==> src/lsf_pkg.sv <==
// ---------------------------------------------------------------------------
// lsf_pkg: shared types and constants for the line substring filter
// Result and queue entry layouts, configuration register indexes and the
// pattern byte select used by the tail comparator.
// ---------------------------------------------------------------------------
`default_nettype none

package lsf_pkg;

  localparam int PAT_BYTES = 16;
  localparam int CFG_IDX_W = 3;
  localparam int CFG_DATA_W = 64;
  localparam int LINE_NUM_W = 32;
  localparam logic [7:0] NEWLINE_BYTE = 8'd10;

  localparam int RQ_DEPTH = 4;
  localparam int RQ_PTR_W = $clog2(RQ_DEPTH);
  localparam int RQ_CNT_W = $clog2(RQ_DEPTH + 1);

  localparam logic RPT_LINE   = 1'b0;
  localparam logic RPT_STATUS = 1'b1;

  typedef enum logic [CFG_IDX_W-1:0] {
    REG_PATTERN_LOW  = 3'd0,
    REG_PATTERN_HIGH = 3'd1,
    REG_PATTERN_LEN  = 3'd2,
    REG_INVERT       = 3'd3,
    REG_NUMBER_LINES = 3'd4,
    REG_QUIET        = 3'd5
  } cfg_reg_t;

  typedef struct packed {
    logic [8*PAT_BYTES-1:0] pattern;
    logic [4:0]             pattern_length;
    logic                   invert_select;
    logic                   number_lines;
    logic                   quiet_mode;
  } cfg_t;

  typedef struct packed {
    logic                  report_kind;
    logic [LINE_NUM_W-1:0] line_number;
    logic                  print_text;
    logic                  exit_status;
    logic                  last_result;
  } result_t;

  // One queue entry carries every result of one input transfer.
  typedef struct packed {
    logic    two;
    result_t r0;
    result_t r1;
  } bundle_t;

  // Positions past the configured pattern storage read as zero.
  function automatic logic [7:0] pattern_byte(input logic [8*PAT_BYTES-1:0] pat,
                                              input logic [4:0] pos);
    logic [7:0] b;
    b = 8'd0;
    if (pos < 5'(PAT_BYTES)) begin
      b = pat[{pos[3:0], 3'b000} +: 8];
    end
    return b;
  endfunction

endpackage

`default_nettype wire

==> src/lsf_match.sv <==
// ---------------------------------------------------------------------------
// lsf_match: tail comparator
// Checks whether the newest bytes of the current line end with the pattern.
// ---------------------------------------------------------------------------
`default_nettype none

module lsf_match
  import lsf_pkg::*;
#(
  parameter int PATTERN_MAX = 16,
  parameter int BW = $clog2(PATTERN_MAX + 1)
) (
  input  wire logic [PATTERN_MAX-1:0][7:0] recent,
  input  wire logic [BW-1:0]               bytes_in_line,
  input  wire logic [8*PAT_BYTES-1:0]      pattern,
  input  wire logic [4:0]                  pattern_length,
  output logic                             hit
);

  localparam int CW = (BW > 5) ? BW : 5;

  logic [CW-1:0]          len_c;
  logic [CW-1:0]          bil_c;
  logic [PATTERN_MAX-1:0] pos_ok;

  assign len_c = CW'(pattern_length);
  assign bil_c = CW'(bytes_in_line);

  // Byte k places back must equal pattern byte len-1-k.
  always_comb begin
    for (int k = 0; k < PATTERN_MAX; k++) begin
      if (CW'(k) < len_c) begin
        pos_ok[k] = (recent[k] ==
                     pattern_byte(pattern, pattern_length - 5'd1 - 5'(k)));
      end else begin
        pos_ok[k] = 1'b1;
      end
    end
  end

  always_comb begin
    if (pattern_length == 5'd0) begin
      hit = 1'b1;
    end else if (len_c > CW'(PATTERN_MAX) || bil_c < len_c) begin
      hit = 1'b0;
    end else begin
      hit = &pos_ok;
    end
  end

endmodule

`default_nettype wire

==> src/lsf_core.sv <==
// ---------------------------------------------------------------------------
// lsf_core: input register and line state
// Holds one input transfer, updates the line state and builds the results.
// ---------------------------------------------------------------------------
`default_nettype none

module lsf_core
  import lsf_pkg::*;
#(
  parameter int PATTERN_MAX = 16,
  parameter int LINE_COUNT_BITS = 32
) (
  input  wire logic       clk,
  input  wire logic       rst_n,
  input  wire logic       in_valid,
  output logic            in_stall,
  input  wire logic [7:0] in_text_byte,
  input  wire logic       in_end_of_stream,
  input  wire cfg_t       cfg,
  input  wire logic       room,
  output logic            push,
  output bundle_t         bundle
);

  localparam int BW = $clog2(PATTERN_MAX + 1);

  logic                             a_valid_r, a_valid_nxt;
  logic [7:0]                       a_byte_r;
  logic                             a_eos_r;
  logic [PATTERN_MAX-1:0][7:0]      recent_r, recent_nxt, recent_shift;
  logic [BW-1:0]                    bil_r, bil_nxt, bil_inc;
  logic                             open_r, open_nxt;
  logic                             matched_r, matched_nxt;
  logic                             any_r, any_nxt;
  logic [LINE_COUNT_BITS-1:0]       cnt_r, cnt_nxt, cnt_inc;

  logic    load, fire, tail_hit, closing, matched_line, selected, line_emit;
  logic    any_after;
  result_t line_res, status_res;

  assign fire     = a_valid_r && room;
  assign in_stall = a_valid_r && !room;
  assign load     = in_valid && !in_stall;

  always_comb begin
    recent_shift[0] = a_byte_r;
    for (int k = 1; k < PATTERN_MAX; k++) begin
      recent_shift[k] = recent_r[k-1];
    end
  end

  assign bil_inc = (bil_r == BW'(PATTERN_MAX)) ? bil_r : bil_r + BW'(1);
  assign cnt_inc = (cnt_r == '1) ? cnt_r : cnt_r + LINE_COUNT_BITS'(1);

  lsf_match #(
    .PATTERN_MAX (PATTERN_MAX),
    .BW          (BW)
  ) u_match (
    .recent         (recent_shift),
    .bytes_in_line  (bil_inc),
    .pattern        (cfg.pattern),
    .pattern_length (cfg.pattern_length),
    .hit            (tail_hit)
  );

  assign closing      = a_eos_r ? open_r : (a_byte_r == NEWLINE_BYTE);
  assign matched_line = a_eos_r ? matched_r : (matched_r | tail_hit);
  assign selected     = matched_line ^ cfg.invert_select;
  assign line_emit    = closing && selected && !cfg.quiet_mode;
  assign any_after    = any_r | (closing & selected);

  always_comb begin
    line_res.report_kind   = RPT_LINE;
    line_res.line_number   = LINE_NUM_W'(cnt_inc);
    line_res.print_text    = !cfg.number_lines;
    line_res.exit_status   = 1'b0;
    line_res.last_result   = !a_eos_r;

    status_res.report_kind = RPT_STATUS;
    status_res.line_number = '0;
    status_res.print_text  = 1'b0;
    status_res.exit_status = !any_after;
    status_res.last_result = 1'b1;
  end

  always_comb begin
    a_valid_nxt = load ? 1'b1 : (fire ? 1'b0 : a_valid_r);
    recent_nxt  = recent_r;
    bil_nxt     = bil_r;
    open_nxt    = open_r;
    matched_nxt = matched_r;
    any_nxt     = any_r;
    cnt_nxt     = cnt_r;
    push        = 1'b0;
    bundle.two  = 1'b0;
    bundle.r0   = line_res;
    bundle.r1   = status_res;
    if (fire) begin
      if (a_eos_r) begin
        // End of stream: close any open line, report status, start afresh.
        recent_nxt  = '0;
        bil_nxt     = '0;
        open_nxt    = 1'b0;
        matched_nxt = 1'b0;
        any_nxt     = 1'b0;
        cnt_nxt     = '0;
        push        = 1'b1;
        if (line_emit) begin
          bundle.two = 1'b1;
        end else begin
          bundle.r0 = status_res;
        end
      end else begin
        recent_nxt = recent_shift;
        if (a_byte_r == NEWLINE_BYTE) begin
          bil_nxt     = '0;
          open_nxt    = 1'b0;
          matched_nxt = 1'b0;
          cnt_nxt     = cnt_inc;
          any_nxt     = any_after;
          push        = line_emit;
        end else begin
          bil_nxt     = bil_inc;
          open_nxt    = 1'b1;
          matched_nxt = matched_line;
        end
      end
    end
  end

  always_ff @(posedge clk) begin
    if (!rst_n) begin
      a_valid_r <= 1'b0;
      recent_r  <= '0;
      bil_r     <= '0;
      open_r    <= 1'b0;
      matched_r <= 1'b0;
      any_r     <= 1'b0;
      cnt_r     <= '0;
    end else begin
      a_valid_r <= a_valid_nxt;
      recent_r  <= recent_nxt;
      bil_r     <= bil_nxt;
      open_r    <= open_nxt;
      matched_r <= matched_nxt;
      any_r     <= any_nxt;
      cnt_r     <= cnt_nxt;
    end
  end

  always_ff @(posedge clk) begin
    if (load) begin
      a_byte_r <= in_text_byte;
      a_eos_r  <= in_end_of_stream;
    end
  end

endmodule

`default_nettype wire

==> src/lsf_rq.sv <==
// ---------------------------------------------------------------------------
// lsf_rq: result queue
// Small queue of result bundles; drains one result per output transfer.
// ---------------------------------------------------------------------------
`default_nettype none

module lsf_rq
  import lsf_pkg::*;
(
  input  wire logic    clk,
  input  wire logic    rst_n,
  input  wire logic    push,
  input  wire bundle_t bundle,
  output logic         room,
  output logic         out_valid,
  input  wire logic    out_stall,
  output result_t      head_res
);

  bundle_t               mem [RQ_DEPTH];
  logic [RQ_PTR_W-1:0]   wp_r, wp_nxt, rp_r, rp_nxt;
  logic [RQ_CNT_W-1:0]   cnt_r, cnt_nxt;
  logic                  sub_r, sub_nxt;
  bundle_t               head;
  logic                  xfer, pop;

  assign room      = (cnt_r != RQ_CNT_W'(RQ_DEPTH));
  assign out_valid = (cnt_r != '0);
  assign head      = mem[rp_r];
  assign head_res  = sub_r ? head.r1 : head.r0;
  assign xfer      = out_valid && !out_stall;
  // Advance to the second result of a bundle before dropping the entry.
  assign pop       = xfer && (sub_r || !head.two);

  always_comb begin
    wp_nxt  = push ? wp_r + RQ_PTR_W'(1) : wp_r;
    rp_nxt  = pop ? rp_r + RQ_PTR_W'(1) : rp_r;
    sub_nxt = xfer ? !pop : sub_r;
    cnt_nxt = cnt_r + RQ_CNT_W'(push) - RQ_CNT_W'(pop);
  end

  always_ff @(posedge clk) begin
    if (!rst_n) begin
      wp_r  <= '0;
      rp_r  <= '0;
      cnt_r <= '0;
      sub_r <= 1'b0;
    end else begin
      wp_r  <= wp_nxt;
      rp_r  <= rp_nxt;
      cnt_r <= cnt_nxt;
      sub_r <= sub_nxt;
    end
  end

  always_ff @(posedge clk) begin
    if (push) begin
      mem[wp_r] <= bundle;
    end
  end

endmodule

`default_nettype wire

==> src/line_substring_filter.sv <==
// ---------------------------------------------------------------------------
// line_substring_filter: fixed-string line search over a byte stream
// Scans text one byte per transfer and reports lines containing a pattern.
// ---------------------------------------------------------------------------
// Input channel: in_text_byte / in_end_of_stream with in_valid / in_stall.
// Output channel: one result per transfer, up to two per input transfer
// (a closing line report followed by the exit status at end of stream).
// Configuration: cfg_we writes register cfg_index with cfg_wdata; write
// only while the block is idle.
// Throughput: one input transfer per cycle while the queue has room; set by
// the single register stage holding the incoming byte and the tail compare
// behind it. End of stream with an open selected line adds a second result.
// Path: each input transfer is registered, then its results are written
// into the queue that drives the output channel once the queue has room.
// Results sit in a four-entry queue; when the receiver stalls, input keeps
// flowing until the queue fills, then in_stall rises.
// Reset clears configuration, line state, line counter and the queue.
// ---------------------------------------------------------------------------
`default_nettype none

module line_substring_filter
  import lsf_pkg::*;
#(
  parameter int PATTERN_MAX = 16,
  parameter int LINE_COUNT_BITS = 32
) (
  input  wire logic                  clk,
  input  wire logic                  rst_n,
  input  wire logic                  in_valid,
  output logic                       in_stall,
  input  wire logic [7:0]            in_text_byte,
  input  wire logic                  in_end_of_stream,
  output logic                       out_valid,
  input  wire logic                  out_stall,
  output logic                       out_report_kind,
  output logic [LINE_NUM_W-1:0]      out_line_number,
  output logic                       out_print_text,
  output logic                       out_exit_status,
  output logic                       out_last_result,
  input  wire logic                  cfg_we,
  input  wire logic [CFG_IDX_W-1:0]  cfg_index,
  input  wire logic [CFG_DATA_W-1:0] cfg_wdata
);

  cfg_t    cfg_r;
  logic    room, push;
  bundle_t bundle;
  result_t head_res;

  always_ff @(posedge clk) begin
    if (!rst_n) begin
      cfg_r <= '0;
    end else if (cfg_we) begin
      case (cfg_reg_t'(cfg_index))
        REG_PATTERN_LOW:  cfg_r.pattern[63:0]   <= cfg_wdata;
        REG_PATTERN_HIGH: cfg_r.pattern[127:64] <= cfg_wdata;
        REG_PATTERN_LEN:  cfg_r.pattern_length  <= cfg_wdata[4:0];
        REG_INVERT:       cfg_r.invert_select   <= cfg_wdata[0];
        REG_NUMBER_LINES: cfg_r.number_lines    <= cfg_wdata[0];
        REG_QUIET:        cfg_r.quiet_mode      <= cfg_wdata[0];
        default: begin
        end
      endcase
    end
  end

  lsf_core #(
    .PATTERN_MAX     (PATTERN_MAX),
    .LINE_COUNT_BITS (LINE_COUNT_BITS)
  ) u_core (
    .clk              (clk),
    .rst_n            (rst_n),
    .in_valid         (in_valid),
    .in_stall         (in_stall),
    .in_text_byte     (in_text_byte),
    .in_end_of_stream (in_end_of_stream),
    .cfg              (cfg_r),
    .room             (room),
    .push             (push),
    .bundle           (bundle)
  );

  lsf_rq u_rq (
    .clk       (clk),
    .rst_n     (rst_n),
    .push      (push),
    .bundle    (bundle),
    .room      (room),
    .out_valid (out_valid),
    .out_stall (out_stall),
    .head_res  (head_res)
  );

  assign out_report_kind = head_res.report_kind;
  assign out_line_number = head_res.line_number;
  assign out_print_text  = head_res.print_text;
  assign out_exit_status = head_res.exit_status;
  assign out_last_result = head_res.last_result;

endmodule

`default_nettype wire

==> config.mk <==
export PLATFORM = sky130hd
export DESIGN_NAME = line_substring_filter
export DESIGN_NICKNAME = d
export VERILOG_FILES = /design/src/lsf_pkg.sv /design/src/lsf_match.sv /design/src/lsf_core.sv /design/src/lsf_rq.sv /design/src/line_substring_filter.sv
export SDC_FILE = /design/constraint.sdc
export NUM_CORES = 1
export LEC_CHECK = 0
export BUFFER_PORTS_ARGS = -buffer_cell sky130_fd_sc_hd__buf_4
export CAP_MARGIN = 20
export CORE_ASPECT_RATIO = 0.7
export CORE_UTILIZATION = 30
export DETAILED_ROUTE_END_ITERATION = 8
export GPL_ROUTABILITY_DRIVEN = 0
export PLACE_DENSITY = 0.54
export SYNTH_ARGS = -nofsm -noshare
export SYNTH_HDL_FRONTEND = slang
export SYNTH_SLANG_ARGS = --single-unit
==> constraint.sdc <==
create_clock -name clk -period 15.6 [get_ports clk]
set_clock_uncertainty 0.05 [all_clocks]
set_input_delay 0.78 -clock clk [delete_from_list [all_inputs] [get_ports clk]]
set_output_delay 0.78 -clock clk [all_outputs]
set_load 0.02 [all_outputs]
-- After elaboration in Yosys (flattened, before gate mapping)
Memory sizes are Yosys's and may differ from the RTL's. A register that Yosys moved wholly into a read port is not among the register bits.
Cells that the tools add are included.
- register bits: 314
- bits in writable memories: 152
- bits of input ports: 81
- output and inout port bits: 38
- word-level logic and storage cells: 245
- memories kept: 1
- add/subtract/negate cells: 22
- $lt $le $gt $ge: 34
- equal/unequal tests: 25
- shifts and indexed selects: 16
- mux-type cells: 79
- bitwise logic cells: 4
- reduce and logical (&&, ||, !) cells: 31
- memory list (memory ; words ; bits a word ; rd ports ; clocked after Yosys merged registers in ; wr ports ; RTL line ; RTL):
    u_rq.mem ; 4 ; 38 ; 1 ; 1 ; 1 ; lsf_rq.sv:20 ; bundle_t mem [RQ_DEPTH];
- operators by type and width (cell ; number):
    $shiftx 128x8->8 ; 16
    $mux 8 ; 32
    $eq 8x8->1 ; 16
    $mux 120 ; 1
    $mux 32 ; 3
    $lt 5x5->1 const B ; 16
    $mux 37 ; 2
    $mux 36 ; 2
    $lt 4x5->1 const A ; 8
    $sub 5x4->5 const B ; 8
    $mux 1 ; 34
    $add 32x1->32 const B ; 1
    $eq 32x32->1 const B ; 1
    $lt 3x5->1 const A ; 4
    $sub 5x3->5 const B ; 4
    $reduce_and 16->1 ; 1
    $mux 5 ; 3
    $reduce_and 2->1 ; 7
    $lt 1x5->1 const A ; 2
    $lt 2x5->1 const A ; 2
    $sub 5x1->5 const B ; 2
    $sub 5x2->5 const B ; 2
    $logic_not 1->1 ; 9
    $eq 8x4->1 const B ; 1
    other kinds (21) ; 34

-- Depth between registers and ports, before layout
- word-level depth: 20
- gate-level depth with buffers: 28
- gate-level depth less buffers: 21

-- By module
A second synthesis with hierarchy kept.
- cells, all modules: 3405
- area, all modules: 36160.9 µm²
- modules (own cells, without submodules) (module ; times used ; cells an instance ; area each (µm²) ; sequential area each (µm²)):
    lsf_rq ; 1 ; 554 ; 11528.6 ; 8968.6
    lsf_match ; 1 ; 1384 ; 11244.5 ; 0.0
    lsf_core ; 1 ; 952 ; 8225.4 ; 3493.4
    line_substring_filter ; 1 ; 515 ; 5162.5 ; 2722.6

-- Least setup slack after synthesis
OpenSTA, ideal clock, no wires.
- path kind: register to register
- from: register, netlist name cfg_r[3]
- to: memory u_rq.mem[0][0] (netlist bit) (enable)
- setup time: 399 ps
- arrival time: 5635 ps
- data required time: 15151 ps
- setup slack: 9517 ps
- cell stages (with the launch flop): 23
- buffers on the path: 5
- period minus slack after synthesis: 6083 ps
- cells stage by stage: dfxtp_1 -> buf_4 -> inv_2 -> buf_2 -> buf_2 -> ha_1 -> buf_6 -> mux2i_2 -> a21oi_1 -> a211oi_4 -> buf_6 -> mux4_2 -> nor4b_2 -> a31oi_1 -> o32ai_1 -> o31a_1 -> o221ai_2 -> a2111oi_2 -> nand4_1 -> nand2_1 -> nand3b_4 -> o41ai_4 -> and2_1
- word-level cells in the longest chain between the ends: 20
- elaborated cells between the ends (all ways): 145
- those cells by class: add/sub (16); order compare (34); eq/ne (16); shift (16); mux (56); bitwise (2); reduce/logical (5)
- RTL lines (element ; RTL line ; RTL):
    $sub 5x1->5 ; lsf_match.sv:34 ; pattern_byte(pattern, pattern_length - 5'd1 - 5'(k)));
    $sub 5x1->5, or another cell as far along ; lsf_match.sv:34 ;
    $shiftx 128x8->8 or $lt 5x5->1 (tied branches) ; lsf_pkg.sv:61, lsf_pkg.sv:60 ;
    $mux 8 ; lsf_pkg.sv:60 ; if (pos < 5'(PAT_BYTES)) begin
    $mux 8 ; lsf_match.sv:32 ; if (CW'(k) < len_c) begin
    $eq 8x8->1 ; lsf_match.sv:33 ; pos_ok[k] = (recent[k] ==
    $mux 1 ; lsf_match.sv:32 ;
    $reduce_and 16->1 ; lsf_match.sv:47 ; hit = &pos_ok;
    [... 3 more ...] ; n/a ;
    $mux 1 * ; lsf_core.sv:67 ; assign matched_line = a_eos_r ? matched_r : (matched_r | tail_hit);
    $xor 1x1->1 * ; lsf_core.sv:68 ; assign selected = matched_line ^ cfg.invert_select;
    $logic_and 1x1->1 * (2 in series) ; lsf_core.sv:69 ; assign line_emit = closing && selected && !cfg.quiet_mode;
    $mux 1 * ; lsf_core.sv:115 ; if (a_byte_r == NEWLINE_BYTE) begin
    $mux 1 * ; lsf_core.sv:99 ; if (a_eos_r) begin
    $mux 1 * ; lsf_core.sv:98 ; if (fire) begin
    $mux 1 * ; lsf_rq.sv:57 ; if (push) begin
    $mux 1 (not written as such) * ; lsf_rq.sv:58 ; mem[wp_r] <= bundle;
    end, declared ; lsf_rq.sv:20 ;
Every way passes the cells marked *; elsewhere a longest branch is shown, timed or not. The select of a mux whose other input is x is not followed.

-- Worst setup path in the final report
- from: register, netlist name cfg_r[4]
- to: memory u_rq.mem[1][26] (netlist bit) (enable)
- word-level cells in the longest chain between the ends: 20
- elaborated cells between the ends (all ways): 145
- those cells by class: add/sub (16); order compare (34); eq/ne (16); shift (16); mux (56); bitwise (2); reduce/logical (5)
- RTL lines (element ; RTL line):
    $sub 5x1->5 ; lsf_match.sv:34
    $sub 5x1->5, or another cell as far along ; lsf_match.sv:34
    $shiftx 128x8->8 or $lt 5x5->1 (tied branches) ; lsf_pkg.sv:61, lsf_pkg.sv:60
    $mux 8 ; lsf_pkg.sv:60
    $mux 8 ; lsf_match.sv:32
    $eq 8x8->1 ; lsf_match.sv:33
    $mux 1 ; lsf_match.sv:32
    $reduce_and 16->1 ; lsf_match.sv:47
    [... 3 more ...] ; n/a
    $mux 1 * ; lsf_core.sv:67
    $xor 1x1->1 * ; lsf_core.sv:68
    $logic_and 1x1->1 * (2 in series) ; lsf_core.sv:69
    $mux 1 * ; lsf_core.sv:115
    $mux 1 * ; lsf_core.sv:99
    $mux 1 * ; lsf_core.sv:98
    $mux 1 * ; lsf_rq.sv:57
    $mux 1 (not written as such) * ; lsf_rq.sv:58
Marked as above.

==> flow_summary.yaml <==
clocking:
  cts_max_level: 2
  ctsResizeCount: 0
  numClockSinks: 468
  clock_path_buffers: 3
  cts_hold_buf: 0
  cts_buffers: 52
  postCtsSetupBuffers: 0
  cts_root_buffer: "clkbuf_16"
  clk_latency_ns: 0.67
  clk_pin_slew_ns: 0.07
  cts_tree: "yes"
timing:
  relSlewSlack_pct: 15.2
  fin_crit_sh_pct: 53.2
  tns_ns: 0
  fmax_mhz: 120
  min_period_ns: 8.31
  whs_ns: 0.293
  rsz0062_at_grt: "false"
  setup_viol_count_final: 0
  setup_slack_ns: 7.29
  hold_violations: 0
  tightest_slew_ns: 1.26
  report.final.slew_viol_count: 0
setup_path:
  r2r_cells: 16
  critPathLaunch: "cfg_r[4]"
  critPathArrivalTime_ns: 8.50
  r2r_end: "u_rq.mem[1][26]"
  reg2reg_from: "cfg_r[4]"
  reg2reg_slack_ns: 7.29
  worstPathRequired_ns: 15.80
  worstSetupStartpointType: "flop"
  path_max_fanout: 156
  cp-end-kind: "flop"
  path_class: "flop to flop"
final_layout:
  diodes: 0
  drive_above_1_share_pct: 15.5
  fin_util_pct: 33.9
  layout.cells.non_filler: 4584
  stdcell_area_um2: 33900
  nets: 3305
  area_growth_pct: 11.9
drt:
  ant_nets: 0
  routedWlPerCell_um: 24.0
  num_vias: 25800
  drt-total-wl_um: 110000
  vias_per_cell: 5.62
  drtIter0Drc: 3704
  drtPass1Iterations: 8
  drc: 0
placed_design:
  placedCellCount: 4486
  place_area_um2: 32100
  portBuffers: 118
  dp_hpwl_um: 82400
  dpl_worst_slack_ns: 7.63
synth:
  synth_common_cells: "518 x nand2_1, 307 x dfxtp_1, 237 x a21oi_1, 161 x edfxtp_1, 155 x nor2_1"
  syn_inst: 3224
  ys_ff_latch: 468
  synth.most_common_cell: "nand2_1"
  ys_top_cells_by_area: "dfxtp_1 20%, edfxtp_1 16%, mux4_2 11%"
  synthesis.nets: 3323
  synth_warnings: 0
  ys_types: 107
  async_reset_ff_share_pct: 0
  synth_edf_count: 161
  yosysTopAreaCell: "dfxtp_1"
  synth_top_area_share_pct: 20.3
  ys.flop_type: "dfxtp_1"
  netlist_area_um2: 30300
  yosysSeqAreaShare_pct: 36.2
  avgSynthCellArea_um2: 9.40
floorplan:
  ios: 119
  dieWidth_um: 382
  start_util_pct: 30.3
  die_h_um: 268
  die_area_um2: 102000
  fp-row-count: 97
  core_um2: 100000
pwr:
  powerDensity_nw_per_um2: 94.7
  cellLeakagePower_nw: 11.0
  peakVddDrop_v: 0.0000748
  p_total_mw: 3.21
hold_path:
  worstHoldStart: "in_text_byte[6]"
  hp-class: "input pin to flop"
  holdPathEnd: "u_core.a_byte_r[6]"
  hold_path_depth: 1
job:
  maxCapViolations: 0
grt:
  overflow: 0
  grt_pass1_wl_um: 161000
  antenna_found_initial: 13
  grt_pass1_vias: 23100
  grt_max_degree: 157
  grt_use_total_pct: 21.0
status:
  status: "finished clean"
[cell type report]
cell class,count,area (um^2)
Multi-Input combinational cell,2476,18100
Clock buffer,64,1400
Clock inverter,32,375
Inverter,44,165
Fill cell,10200,66200
Timing Repair Buffer,164,1270
Sequential cell,468,11000
Tap cell,1336,1670
[state kept, by name (all words and copies together) (netlist names), named ones only]
signal	cells
u_rq.mem	152
cfg_r	136
u_core.recent_r	120
u_core.cnt_r	32
u_core.a_byte_r	8
u_core.bil_r	5
u_rq.cnt_r	3
u_rq.rp_r	2
u_rq.wp_r	2
u_core.a_eos_r	1
u_core.a_valid_r	1
u_core.any_r	1
u_core.matched_r	1
u_core.open_r	1
u_rq.sub_r	1
[per-layer routing]
| layer | vias to the layer above | track usage (%) | routed length (um) |
|---|---|---|---|
| met5 | - | 0 | 0 |
| met4 | 0 | 5.62 | 3180 |
| met3 | 203 | 6.01 | 12400 |
| met2 | 1199 | 28.3 | 43200 |
| met1 | 12600 | 31.9 | 51500 |
| li1 | 11800 | - | - |
[worst max-delay path, cell delays in order, from the launching register on]
cell and delay, ns:
dfxtp_1 0.84, inv_1 0.44, ha_4 0.74, buf_12 0.72
mux2_2 0.41, o21ai_0 0.96, mux4_2 0.51, xnor2_1 0.07
nor4b_1 0.27, o31a_1 0.21, o221ai_2 0.16, a2111oi_2 0.49
nand4_1 0.23, nand2_1 0.16, nand3b_4 0.14, o41ai_4 0.42
and2_2 0.94
[power by group]
part	leakage, nW	internal, mW	switching, mW
sequential	3.96	1.29	0.0324
combinational	6.21	0.239	0.361
clock	0.862	0.741	0.550
total	11.0	2.27	0.943
[logic make-up after synthesis]
kind of cell               after synthesis  synth area share [%]
xor gates and xnor gates               139                  4.33
DFF                                    468                  36.2
and+or+nand+nor                       1263                  21.4
buffers and inverters                  280                  4.42
AOI/OAI and AO/OA                      725                  15.7
muxes                                  331                  17.2
adders and majority gates               18                 0.768
[cell usage in the layout (no fill, tap or decap), drive strengths merged, types with 57 or more instances in the layout]
| master | Yosys | final |
|---|---|---|
| nor3b | 126 | 126 |
| and2 | 57 | 57 |
| a21boi | 148 | 148 |
| o21ai | 99 | 99 |
| buf | 108 | 164 |
| mux4 | 145 | 145 |
| nand2 | 519 | 519 |
| xnor2 | 75 | 75 |
| edfxtp | 161 | 161 |
| clkbuf | 128 | 64 |
| xor2 | 62 | 62 |
| nor3 | 58 | 58 |
| nor2 | 158 | 158 |
| dfxtp | 307 | 307 |
| mux2i | 136 | 136 |
| a21oi | 238 | 238 |
| nor2b | 139 | 139 |
[worst max path at each step]
stage	to	slack, ns
floorplan	u_rq.mem[0][0]	9.52
global placement	u_rq.mem[3][26]	7.81
detailed placement	u_rq.mem[1][26]	7.63
CTS	u_rq.mem[1][8]	7.56
global route	u_rq.mem[1][26]	7.03
finish	u_rq.mem[1][26]	7.29
Power figures use the tool's default switching activity.
